### src/hw/rtl/rhc_pkg.sv
// ----------------------------------------------------------------------------
// rhc_pkg
// Shared constants, payload structs and stage types of the rgb to hsv core.
// ----------------------------------------------------------------------------
`default_nettype none

package rhc_pkg;

    localparam int CHANNEL_BITS   = 8;
    localparam int CHAN_MAX       = (1 << CHANNEL_BITS) - 1;

    localparam int PIX_W          = CHANNEL_BITS;
    localparam int HUE_W          = 13;
    localparam int SAT_W          = CHANNEL_BITS;
    localparam int VAL_W          = CHANNEL_BITS;

    localparam int HUE_PER_SECTOR = 960;
    localparam int HUE_FULL       = 5760;
    localparam int HUE_CALC_W     = 14;

    localparam int DIV_STEPS      = (CHANNEL_BITS > 10) ? CHANNEL_BITS : 10;
    localparam int DIV_LAST       = DIV_STEPS - 1;
    localparam int DIV_W          = CHANNEL_BITS + DIV_STEPS;

    localparam int QUEUE_DEPTH    = 4;
    localparam int QUEUE_AW       = $clog2(QUEUE_DEPTH);

    typedef logic [CHANNEL_BITS-1:0] t_chan;
    typedef logic [DIV_W-1:0]        t_div;
    typedef logic [DIV_STEPS-1:0]    t_quo;
    typedef logic [HUE_CALC_W-1:0]   t_hcalc;
    typedef logic [HUE_W-1:0]        t_hue;
    typedef logic [SAT_W-1:0]        t_sat;
    typedef logic [VAL_W-1:0]        t_val;
    typedef logic [QUEUE_AW-1:0]     t_qptr;
    typedef logic [QUEUE_AW:0]       t_qcnt;

    typedef enum logic [1:0] {
        SEC_RED   = 2'd0,
        SEC_GREEN = 2'd1,
        SEC_BLUE  = 2'd2
    } t_sector;

    typedef struct packed {
        logic [PIX_W-1:0] red;
        logic [PIX_W-1:0] green;
        logic [PIX_W-1:0] blue;
    } t_pixel;

    typedef struct packed {
        t_hue hue;
        t_sat saturation;
        t_val value;
    } t_hsv;

    typedef struct packed {
        t_sector sector;
        logic    neg;
        logic    zero;
        t_chan   maxv;
        t_chan   delta;
        t_div    hue_rem;
        t_div    sat_rem;
    } t_work;

    typedef struct packed {
        t_work w;
        t_quo  hue_q;
        t_quo  sat_q;
    } t_stage;

    typedef struct packed {
        logic empty;
        logic full;
    } t_q_status;

endpackage

`default_nettype wire

### src/hw/rtl/rgb_to_hsv_converter_core.sv
// ----------------------------------------------------------------------------
// rgb_to_hsv_converter_core
// RGB to HSV pixel converter with hue in sixteenths of a degree.
// ----------------------------------------------------------------------------
// throughput: one pixel per cycle while empty is high or pop is set; the rate
//   is set by the divider pipeline that retires one quotient bit of hue and
//   saturation per stage over 10 stages
// reset: synchronous, active low; clears queue pointers and stage valid bits,
//   no clearing pass, push is taken in the first cycle after reset
`default_nettype none

module rgb_to_hsv_converter_core (
    input  wire logic            i_clk,
    input  wire logic            i_rst_n,
    input  wire logic            push,
    output logic                 full,
    input  wire rhc_pkg::t_pixel i_pixel,
    output logic                 empty,
    input  wire logic            pop,
    output rhc_pkg::t_hsv        o_hsv
);

    rhc_pkg::t_q_status q_status;
    rhc_pkg::t_work     wr_work;
    rhc_pkg::t_work     rd_work;
    logic               wr_en;
    logic               rd_en;

    assign full = q_status.full;

    rhc_front u_front (
        .i_push     (push),
        .i_pixel    (i_pixel),
        .i_q_status (q_status),
        .o_wr_en    (wr_en),
        .o_work     (wr_work)
    );

    rhc_queue u_queue (
        .i_clk     (i_clk),
        .i_rst_n   (i_rst_n),
        .i_wr_en   (wr_en),
        .i_wr_data (wr_work),
        .i_rd_en   (rd_en),
        .o_rd_data (rd_work),
        .o_status  (q_status)
    );

    rhc_back u_back (
        .i_clk      (i_clk),
        .i_rst_n    (i_rst_n),
        .i_work     (rd_work),
        .i_q_status (q_status),
        .o_rd_en    (rd_en),
        .pop        (pop),
        .empty      (empty),
        .o_hsv      (o_hsv)
    );

endmodule

`default_nettype wire

### src/hw/rtl/rhc_front.sv
// ----------------------------------------------------------------------------
// rhc_front
// Accepts a pixel, finds max, min and sector, and builds the two dividends.
// ----------------------------------------------------------------------------
`default_nettype none

module rhc_front (
    input  wire logic               i_push,
    input  wire rhc_pkg::t_pixel    i_pixel,
    input  wire rhc_pkg::t_q_status i_q_status,
    output logic                    o_wr_en,
    output rhc_pkg::t_work          o_work
);

    rhc_pkg::t_chan                   r_ch;
    rhc_pkg::t_chan                   g_ch;
    rhc_pkg::t_chan                   b_ch;
    rhc_pkg::t_chan                   hi;
    rhc_pkg::t_chan                   lo;
    rhc_pkg::t_chan                   delta;
    rhc_pkg::t_chan                   mag;
    rhc_pkg::t_sector                 sector;
    logic [rhc_pkg::CHANNEL_BITS:0]   diff;
    logic [rhc_pkg::CHANNEL_BITS:0]   mag_w;

    assign o_wr_en = i_push && !i_q_status.full;

    always_comb begin
        r_ch = rhc_pkg::t_chan'(i_pixel.red);
        g_ch = rhc_pkg::t_chan'(i_pixel.green);
        b_ch = rhc_pkg::t_chan'(i_pixel.blue);

        hi = r_ch;
        if (g_ch > hi) hi = g_ch;
        if (b_ch > hi) hi = b_ch;
        lo = r_ch;
        if (g_ch < lo) lo = g_ch;
        if (b_ch < lo) lo = b_ch;
        delta = hi - lo;

        // red wins ties over green, green over blue
        if (r_ch == hi) begin
            sector = rhc_pkg::SEC_RED;
            diff   = {1'b0, g_ch} - {1'b0, b_ch};
        end else if (g_ch == hi) begin
            sector = rhc_pkg::SEC_GREEN;
            diff   = {1'b0, b_ch} - {1'b0, r_ch};
        end else begin
            sector = rhc_pkg::SEC_BLUE;
            diff   = {1'b0, r_ch} - {1'b0, g_ch};
        end

        mag_w = diff[rhc_pkg::CHANNEL_BITS] ? (~diff + 1'b1) : diff;
        mag   = mag_w[rhc_pkg::CHANNEL_BITS-1:0];

        o_work.sector  = sector;
        o_work.neg     = diff[rhc_pkg::CHANNEL_BITS];
        o_work.zero    = (delta == '0);
        o_work.maxv    = hi;
        o_work.delta   = delta;
        o_work.hue_rem = rhc_pkg::t_div'(mag) * rhc_pkg::t_div'(rhc_pkg::HUE_PER_SECTOR);
        o_work.sat_rem = rhc_pkg::t_div'(delta) * rhc_pkg::t_div'(rhc_pkg::CHAN_MAX);
    end

endmodule

`default_nettype wire

### src/hw/rtl/rhc_queue.sv
// ----------------------------------------------------------------------------
// rhc_queue
// Short first-in first-out queue between the front and the divider pipeline.
// ----------------------------------------------------------------------------
`default_nettype none

module rhc_queue (
    input  wire logic               i_clk,
    input  wire logic               i_rst_n,
    input  wire logic               i_wr_en,
    input  wire rhc_pkg::t_work     i_wr_data,
    input  wire logic               i_rd_en,
    output rhc_pkg::t_work          o_rd_data,
    output rhc_pkg::t_q_status      o_status
);

    rhc_pkg::t_work r_mem [rhc_pkg::QUEUE_DEPTH];
    rhc_pkg::t_qptr r_wr_ptr;
    rhc_pkg::t_qptr r_rd_ptr;
    rhc_pkg::t_qcnt r_count;
    rhc_pkg::t_qcnt n_count;

    assign o_rd_data       = r_mem[r_rd_ptr];
    assign o_status.empty  = (r_count == '0);
    assign o_status.full   = (r_count == rhc_pkg::t_qcnt'(rhc_pkg::QUEUE_DEPTH));

    always_comb begin
        n_count = r_count;
        case ({i_wr_en, i_rd_en})
            2'b10:   n_count = r_count + 1'b1;
            2'b01:   n_count = r_count - 1'b1;
            default: n_count = r_count;
        endcase
    end

    always_ff @(posedge i_clk) begin
        if (!i_rst_n) begin
            r_wr_ptr <= '0;
            r_rd_ptr <= '0;
            r_count  <= '0;
        end else begin
            if (i_wr_en) r_wr_ptr <= r_wr_ptr + 1'b1;
            if (i_rd_en) r_rd_ptr <= r_rd_ptr + 1'b1;
            r_count <= n_count;
        end
    end

    always_ff @(posedge i_clk) begin
        if (i_wr_en) begin
            r_mem[r_wr_ptr] <= i_wr_data;
        end
    end

    a_count_bound: assert property (@(posedge i_clk) disable iff (!i_rst_n)
        r_count <= rhc_pkg::t_qcnt'(rhc_pkg::QUEUE_DEPTH))
        else $error("queue count above depth");

    a_no_overflow: assert property (@(posedge i_clk) disable iff (!i_rst_n)
        !(i_wr_en && o_status.full && !i_rd_en))
        else $error("write into full queue");

    a_no_underflow: assert property (@(posedge i_clk) disable iff (!i_rst_n)
        !(i_rd_en && o_status.empty))
        else $error("read from empty queue");

endmodule

`default_nettype wire

### src/hw/rtl/rhc_back.sv
// ----------------------------------------------------------------------------
// rhc_back
// Pipelined restoring dividers for hue and saturation, one quotient bit per
// stage, then hue sector offset and wrap, and the result register.
// ----------------------------------------------------------------------------
`default_nettype none

module rhc_back (
    input  wire logic               i_clk,
    input  wire logic               i_rst_n,
    input  wire rhc_pkg::t_work     i_work,
    input  wire rhc_pkg::t_q_status i_q_status,
    output logic                    o_rd_en,
    input  wire logic               pop,
    output logic                    empty,
    output rhc_pkg::t_hsv           o_hsv
);

    function automatic rhc_pkg::t_stage div_step(rhc_pkg::t_stage s, int unsigned k);
        rhc_pkg::t_div   hd;
        rhc_pkg::t_div   sd;
        rhc_pkg::t_stage n;
        n  = s;
        hd = rhc_pkg::t_div'(s.w.delta) << k;
        sd = rhc_pkg::t_div'(s.w.maxv) << k;
        if (s.w.hue_rem >= hd) begin
            n.w.hue_rem = s.w.hue_rem - hd;
            n.hue_q     = {s.hue_q[rhc_pkg::DIV_STEPS-2:0], 1'b1};
        end else begin
            n.hue_q     = {s.hue_q[rhc_pkg::DIV_STEPS-2:0], 1'b0};
        end
        if (s.w.sat_rem >= sd) begin
            n.w.sat_rem = s.w.sat_rem - sd;
            n.sat_q     = {s.sat_q[rhc_pkg::DIV_STEPS-2:0], 1'b1};
        end else begin
            n.sat_q     = {s.sat_q[rhc_pkg::DIV_STEPS-2:0], 1'b0};
        end
        return n;
    endfunction

    logic                   advance;
    rhc_pkg::t_stage        src0;
    rhc_pkg::t_stage        r_stg [rhc_pkg::DIV_STEPS];
    rhc_pkg::t_stage        n_stg [rhc_pkg::DIV_STEPS];
    logic                   r_vld [rhc_pkg::DIV_STEPS];
    logic                   r_out_vld;
    rhc_pkg::t_hsv          r_out;
    rhc_pkg::t_hsv          n_out;
    rhc_pkg::t_hcalc        base;
    rhc_pkg::t_hcalc        mag;
    rhc_pkg::t_hcalc        hsum;

    assign advance = !r_out_vld || pop;
    assign o_rd_en = advance && !i_q_status.empty;
    assign empty   = !r_out_vld;
    assign o_hsv   = r_out;

    always_comb begin
        src0.w     = i_work;
        src0.hue_q = '0;
        src0.sat_q = '0;
    end

    for (genvar gi = 0; gi < rhc_pkg::DIV_STEPS; gi++) begin : g_stage
        if (gi == 0) begin : g_first
            assign n_stg[gi] = div_step(src0, rhc_pkg::DIV_STEPS - 1);
            always_ff @(posedge i_clk) begin
                if (!i_rst_n) begin
                    r_vld[gi] <= 1'b0;
                end else if (advance) begin
                    r_vld[gi] <= !i_q_status.empty;
                end
            end
        end else begin : g_next
            assign n_stg[gi] = div_step(r_stg[gi-1], rhc_pkg::DIV_STEPS - 1 - gi);
            always_ff @(posedge i_clk) begin
                if (!i_rst_n) begin
                    r_vld[gi] <= 1'b0;
                end else if (advance) begin
                    r_vld[gi] <= r_vld[gi-1];
                end
            end
        end
        always_ff @(posedge i_clk) begin
            if (advance) begin
                r_stg[gi] <= n_stg[gi];
            end
        end
    end

    // floor on negative angles, then wrap into one turn
    always_comb begin
        case (r_stg[rhc_pkg::DIV_LAST].w.sector)
            rhc_pkg::SEC_RED:   base = rhc_pkg::t_hcalc'(rhc_pkg::HUE_FULL);
            rhc_pkg::SEC_GREEN: base = rhc_pkg::t_hcalc'(2 * rhc_pkg::HUE_PER_SECTOR);
            rhc_pkg::SEC_BLUE:  base = rhc_pkg::t_hcalc'(4 * rhc_pkg::HUE_PER_SECTOR);
            default:            base = '0;
        endcase
        mag = rhc_pkg::t_hcalc'(r_stg[rhc_pkg::DIV_LAST].hue_q)
            + rhc_pkg::t_hcalc'(r_stg[rhc_pkg::DIV_LAST].w.neg
                                && (r_stg[rhc_pkg::DIV_LAST].w.hue_rem != '0));
        hsum = r_stg[rhc_pkg::DIV_LAST].w.neg ? (base - mag) : (base + mag);
        if (hsum >= rhc_pkg::t_hcalc'(rhc_pkg::HUE_FULL)) begin
            hsum = hsum - rhc_pkg::t_hcalc'(rhc_pkg::HUE_FULL);
        end

        n_out.value = rhc_pkg::t_val'(r_stg[rhc_pkg::DIV_LAST].w.maxv);
        if (r_stg[rhc_pkg::DIV_LAST].w.zero) begin
            n_out.hue        = '0;
            n_out.saturation = '0;
        end else begin
            n_out.hue        = rhc_pkg::t_hue'(hsum);
            n_out.saturation = rhc_pkg::t_sat'(r_stg[rhc_pkg::DIV_LAST].sat_q);
        end
    end

    always_ff @(posedge i_clk) begin
        if (!i_rst_n) begin
            r_out_vld <= 1'b0;
        end else if (advance) begin
            r_out_vld <= r_vld[rhc_pkg::DIV_LAST];
        end
    end

    always_ff @(posedge i_clk) begin
        if (advance) begin
            r_out <= n_out;
        end
    end

    a_hue_range: assert property (@(posedge i_clk) disable iff (!i_rst_n)
        !empty |-> (o_hsv.hue < rhc_pkg::t_hue'(rhc_pkg::HUE_FULL)))
        else $error("hue out of range");

    a_grey_hue: assert property (@(posedge i_clk) disable iff (!i_rst_n)
        (!empty && (o_hsv.saturation == '0)) |-> (o_hsv.hue == '0))
        else $error("grey pixel with nonzero hue");

    a_last_to_out: assert property (@(posedge i_clk) disable iff (!i_rst_n)
        (advance && r_vld[rhc_pkg::DIV_LAST]) |=> r_out_vld)
        else $error("finished item lost before result register");

endmodule

`default_nettype wire
### config.mk
export PLATFORM = sky130hd
export DESIGN_NAME = rgb_to_hsv_converter_core
export DESIGN_NICKNAME = d
export VERILOG_FILES = /design/src/hw/rtl/rhc_pkg.sv /design/src/hw/rtl/rgb_to_hsv_converter_core.sv /design/src/hw/rtl/rhc_front.sv /design/src/hw/rtl/rhc_queue.sv /design/src/hw/rtl/rhc_back.sv
export SDC_FILE = /design/constraint.sdc
export NUM_CORES = 2
export LEC_CHECK = 0
export BUFFER_PORTS_ARGS = -buffer_cell sky130_fd_sc_hd__buf_4
export CORE_ASPECT_RATIO = 0.7
export CORE_UTILIZATION = 55
export CTS_BUF_LIST = sky130_fd_sc_hd__clkbuf_4 sky130_fd_sc_hd__clkbuf_8
export DETAILED_ROUTE_END_ITERATION = 12
export GPL_ROUTABILITY_DRIVEN = 1
export PLACE_DENSITY = 0.71
export SLEW_MARGIN = 20
export SYNTH_ARGS = -nofsm -noshare
export SYNTH_HDL_FRONTEND = slang
export SYNTH_SLANG_ARGS = --single-unit
### constraint.sdc
create_clock -name i_clk -period 23.8 [get_ports i_clk]
set_input_delay 2.38 -clock i_clk [delete_from_list [all_inputs] [get_ports i_clk]]
set_output_delay 2.38 -clock i_clk [all_outputs]
set_load 0.005 [all_outputs]
==> qor.yml <==
run:
  drv_cap: 0
floorplan:
  core_area_mm2: 0.0773
  die_w_um: 337
  initial_utilization_pct: 55.9
  ios: 59
  die_h_um: 237
  rows: 85
  dieArea_mm2: 0.0797
sta:
  rsz0062_at_grt: "false"
  setup_tns_ps: 0
  setup_viol: 0
  slew_violations: 0
  finalClockSkew_ps: 39.3
  worstMarginPinSlew_ps: 1040
  min_period_ps: 13160
  finalCritPeriodShare_pct: 55.3
  slew_headroom_pct: 30.7
  hold_viol_final: 0
  max_freq_mhz: 76.0
synthesis:
  async_flop_share_pct: 0
  synth_seq_area_share_pct: 56.3
  syn_inst: 3474
  synth_compound_area_share_pct: 9.97
  synthXorXnorAreaFrac_pct: 5.75
  synth_edf_count: 803
  synth_top_family_by_area: "adder cells"
  synthMuxAreaShare_pct: 3.37
  yosysWarnings: 0
  synth_ff_type: "edfxtp_1"
  synth_common_cells: "edfxtp_1 (803), inv_1 (379), ha_1 (284)"
  syn-mean-instance-area_um2: 12.4
  synth_seq_cells: 814
  yosysTopAreaCellShare_pct: 55.8
  synth.distinct_cells: 101
  synth_top_cells_by_area: "edfxtp_1 (56%), ha_1 (8.2%), xnor2_1 (3.4%)"
  yosysMostFrequentCell: "edfxtp_1"
  yosysTopAreaCell: "edfxtp_1"
  synth_adder_area_share_pct: 10.7
  syn_nets: 3839
  synth_area_mm2: 0.0432
  synthSimpleGateAreaFrac_pct: 9.90
placed_design:
  io_buffers: 58
  gp_congestion: 0.913
  place_hpwl_mm: 55.8
drt:
  ant_nets: 0
  vias: 25900
  drc: 0
  post_drt_wl_per_cell_um: 16.5
  drt_wl_total_mm: 78.3
  dr.pass1.iters: 7
  viasPerCell: 5.46
  dr.first_iter.drc_count: 1649
global_routing:
  track_usage_pct: 19.9
  grt-ovfl-total: 0
  antenna_found_initial: 1
  grt_max_degree: 157
  grt_pass1_vias: 25100
  grt_pass1_wl_mm: 127
clock_tree:
  clk_pin_slew_worst_paths_ps: 70
  clk_path_buf_depth: 3
  clockRootBuffer: "clkbuf_8"
  insertion_delay_ps: 750
  cts_buffers: 117
  cts_resized: 0
  cts_setup_buffers: 0
  holdBufCountCts: 0
  cts_tree: "yes"
  cts.sinks: 814
  htreeDepth: 3
worst_setup_path:
  critPathLaunchType: "input pin"
  slowest_delay_ps: 760
  worstPathRequired_ps: 24240
  critical_path_peak_fanout: 22
  worstSetupEndpointType: "flop"
  crit_arrival_ps: 13600
  worstSetupPathType: "in2reg"
  cp_slowest_cell: "a221oi_1"
final_layout:
  final_layout_size_suffix_gt1_share_pct: 9.98
  nNetsFinal: 3973
  fillers: 5984
  regArea_mm2: 0.0243
  areaGrowthSynthToFinish_pct: 9.29
  multiInputGateArea_mm2: 0.0172
outcome:
  status: "completed"
worst_hold_path:
  worstHoldPathType: "reg2reg"
-- worst paths after layout --
| check | start | endpoint | slack, ps | cells past startpoint |
|---|---|---|---|---|
| worst min register to register | u_back.r_stg[7][12]$_DFFE_PN_ | u_back.r_stg[8][13]$_DFFE_PN_ | 410 | 0 |
| worst min-delay path | u_back.r_stg[7][12]$_DFFE_PN_ | u_back.r_stg[8][13]$_DFFE_PN_ | 410 | 0 |
| worst max register to register | u_back.r_stg[9][41]$_DFFE_PN_ | u_back.o_hsv[27]$_SDFFCE_PP0N_ | 17970 | 21 |
| worst max-delay path | i_pixel[9] | u_queue.r_mem[3][15]$_DFFE_PP_ | 10640 | 40 |
-- metal layers --
metal	vias to the layer above	global-route usage, %	wire length [um]
met5	-	0	0
met4	0	5.28	1600
met3	130	4.31	4160
met2	517	31.4	35400
met1	12300	27.9	37100
li1	13000	-	-
-- critical path: cells and delay by family --
kind / cells / cell delay, ps
and+or+nand+nor: 12 / 2660
buffers and inverters: 5 / 770
muxes: 1 / 460
xor gates and xnor gates: 2 / 860
adders and majority gates: 7 / 2840
AOI/OAI and AO/OA: 13 / 3600
-- layout by cell type, fill, tap and decap left out, types with 22 or more instances in the layout --
cell type  instances
nor2_1           211
edfxtp_1         803
ha_1             284
a21o_1           107
clkbuf_4          26
nand3_1           50
o21bai_1          23
xnor2_1          166
nand2_1          173
nor3_1            62
mux4_2            43
nor2b_1           63
inv_1            379
and2_1            28
fa_1              53
nand4_1           41
clkbuf_8         117
a21oi_1          194
clkinv_1          36
buf_4             78
nand2b_1          68
nor4_1            41
xor2_1           107
o21ai_0          167
mux2i_1           26
o31ai_1           22
-- flip-flops by register name (all words and copies together) (netlist names), named ones only --
signal / count
u_back.r_stg: 577
u_back.o_hsv: 29
u_back.r_vld: 10
u_back.r_out_vld: 1
u_queue.r_wr_ptr: 2
u_queue.r_rd_ptr: 2
u_queue.r_mem: 188
u_queue.r_count: 3
-- metrics by stage --
step	hold WS, ps	utilization [%]	cell area (um2)	worst slack [ps]	std cells
after floorplan	400	-	43200	5330	3474
after global routing	406	61.1	47300	9860	4744
after CTS	402	61.1	47200	10890	4743
final	407	61.1	47300	10640	4744
after global placement	400	58.1	44900	10200	4533
after detailed placement	405	58.1	44900	10150	4533
-- kinds of logic (layout without fill, tap and decap cells) --
logic type	Yosys count	count (layout)
buffers and inverters	448	673
other	0	1
flip-flops	814	814
AO/OA/AOI/OAI	664	664
adder cells (fa/ha/maj)	340	340
multiplexers	88	88
AND/OR/NAND/NOR	842	842
XOR/XNOR	278	278
-- cell type report --
class	count	area share [%]
clock buffers	143	3.82
well taps	1044	2.76
flip-flops and latches	814	51.5
multi-input cells	2212	36.4
clock inverters	67	1.14
inverters	384	3.08
diodes	1	0.00530
repair buffers	79	1.26
Power is left out: the tool's default activity adds up to more than one toggle a clock period on the data nets, which glitch-free logic cannot reach.
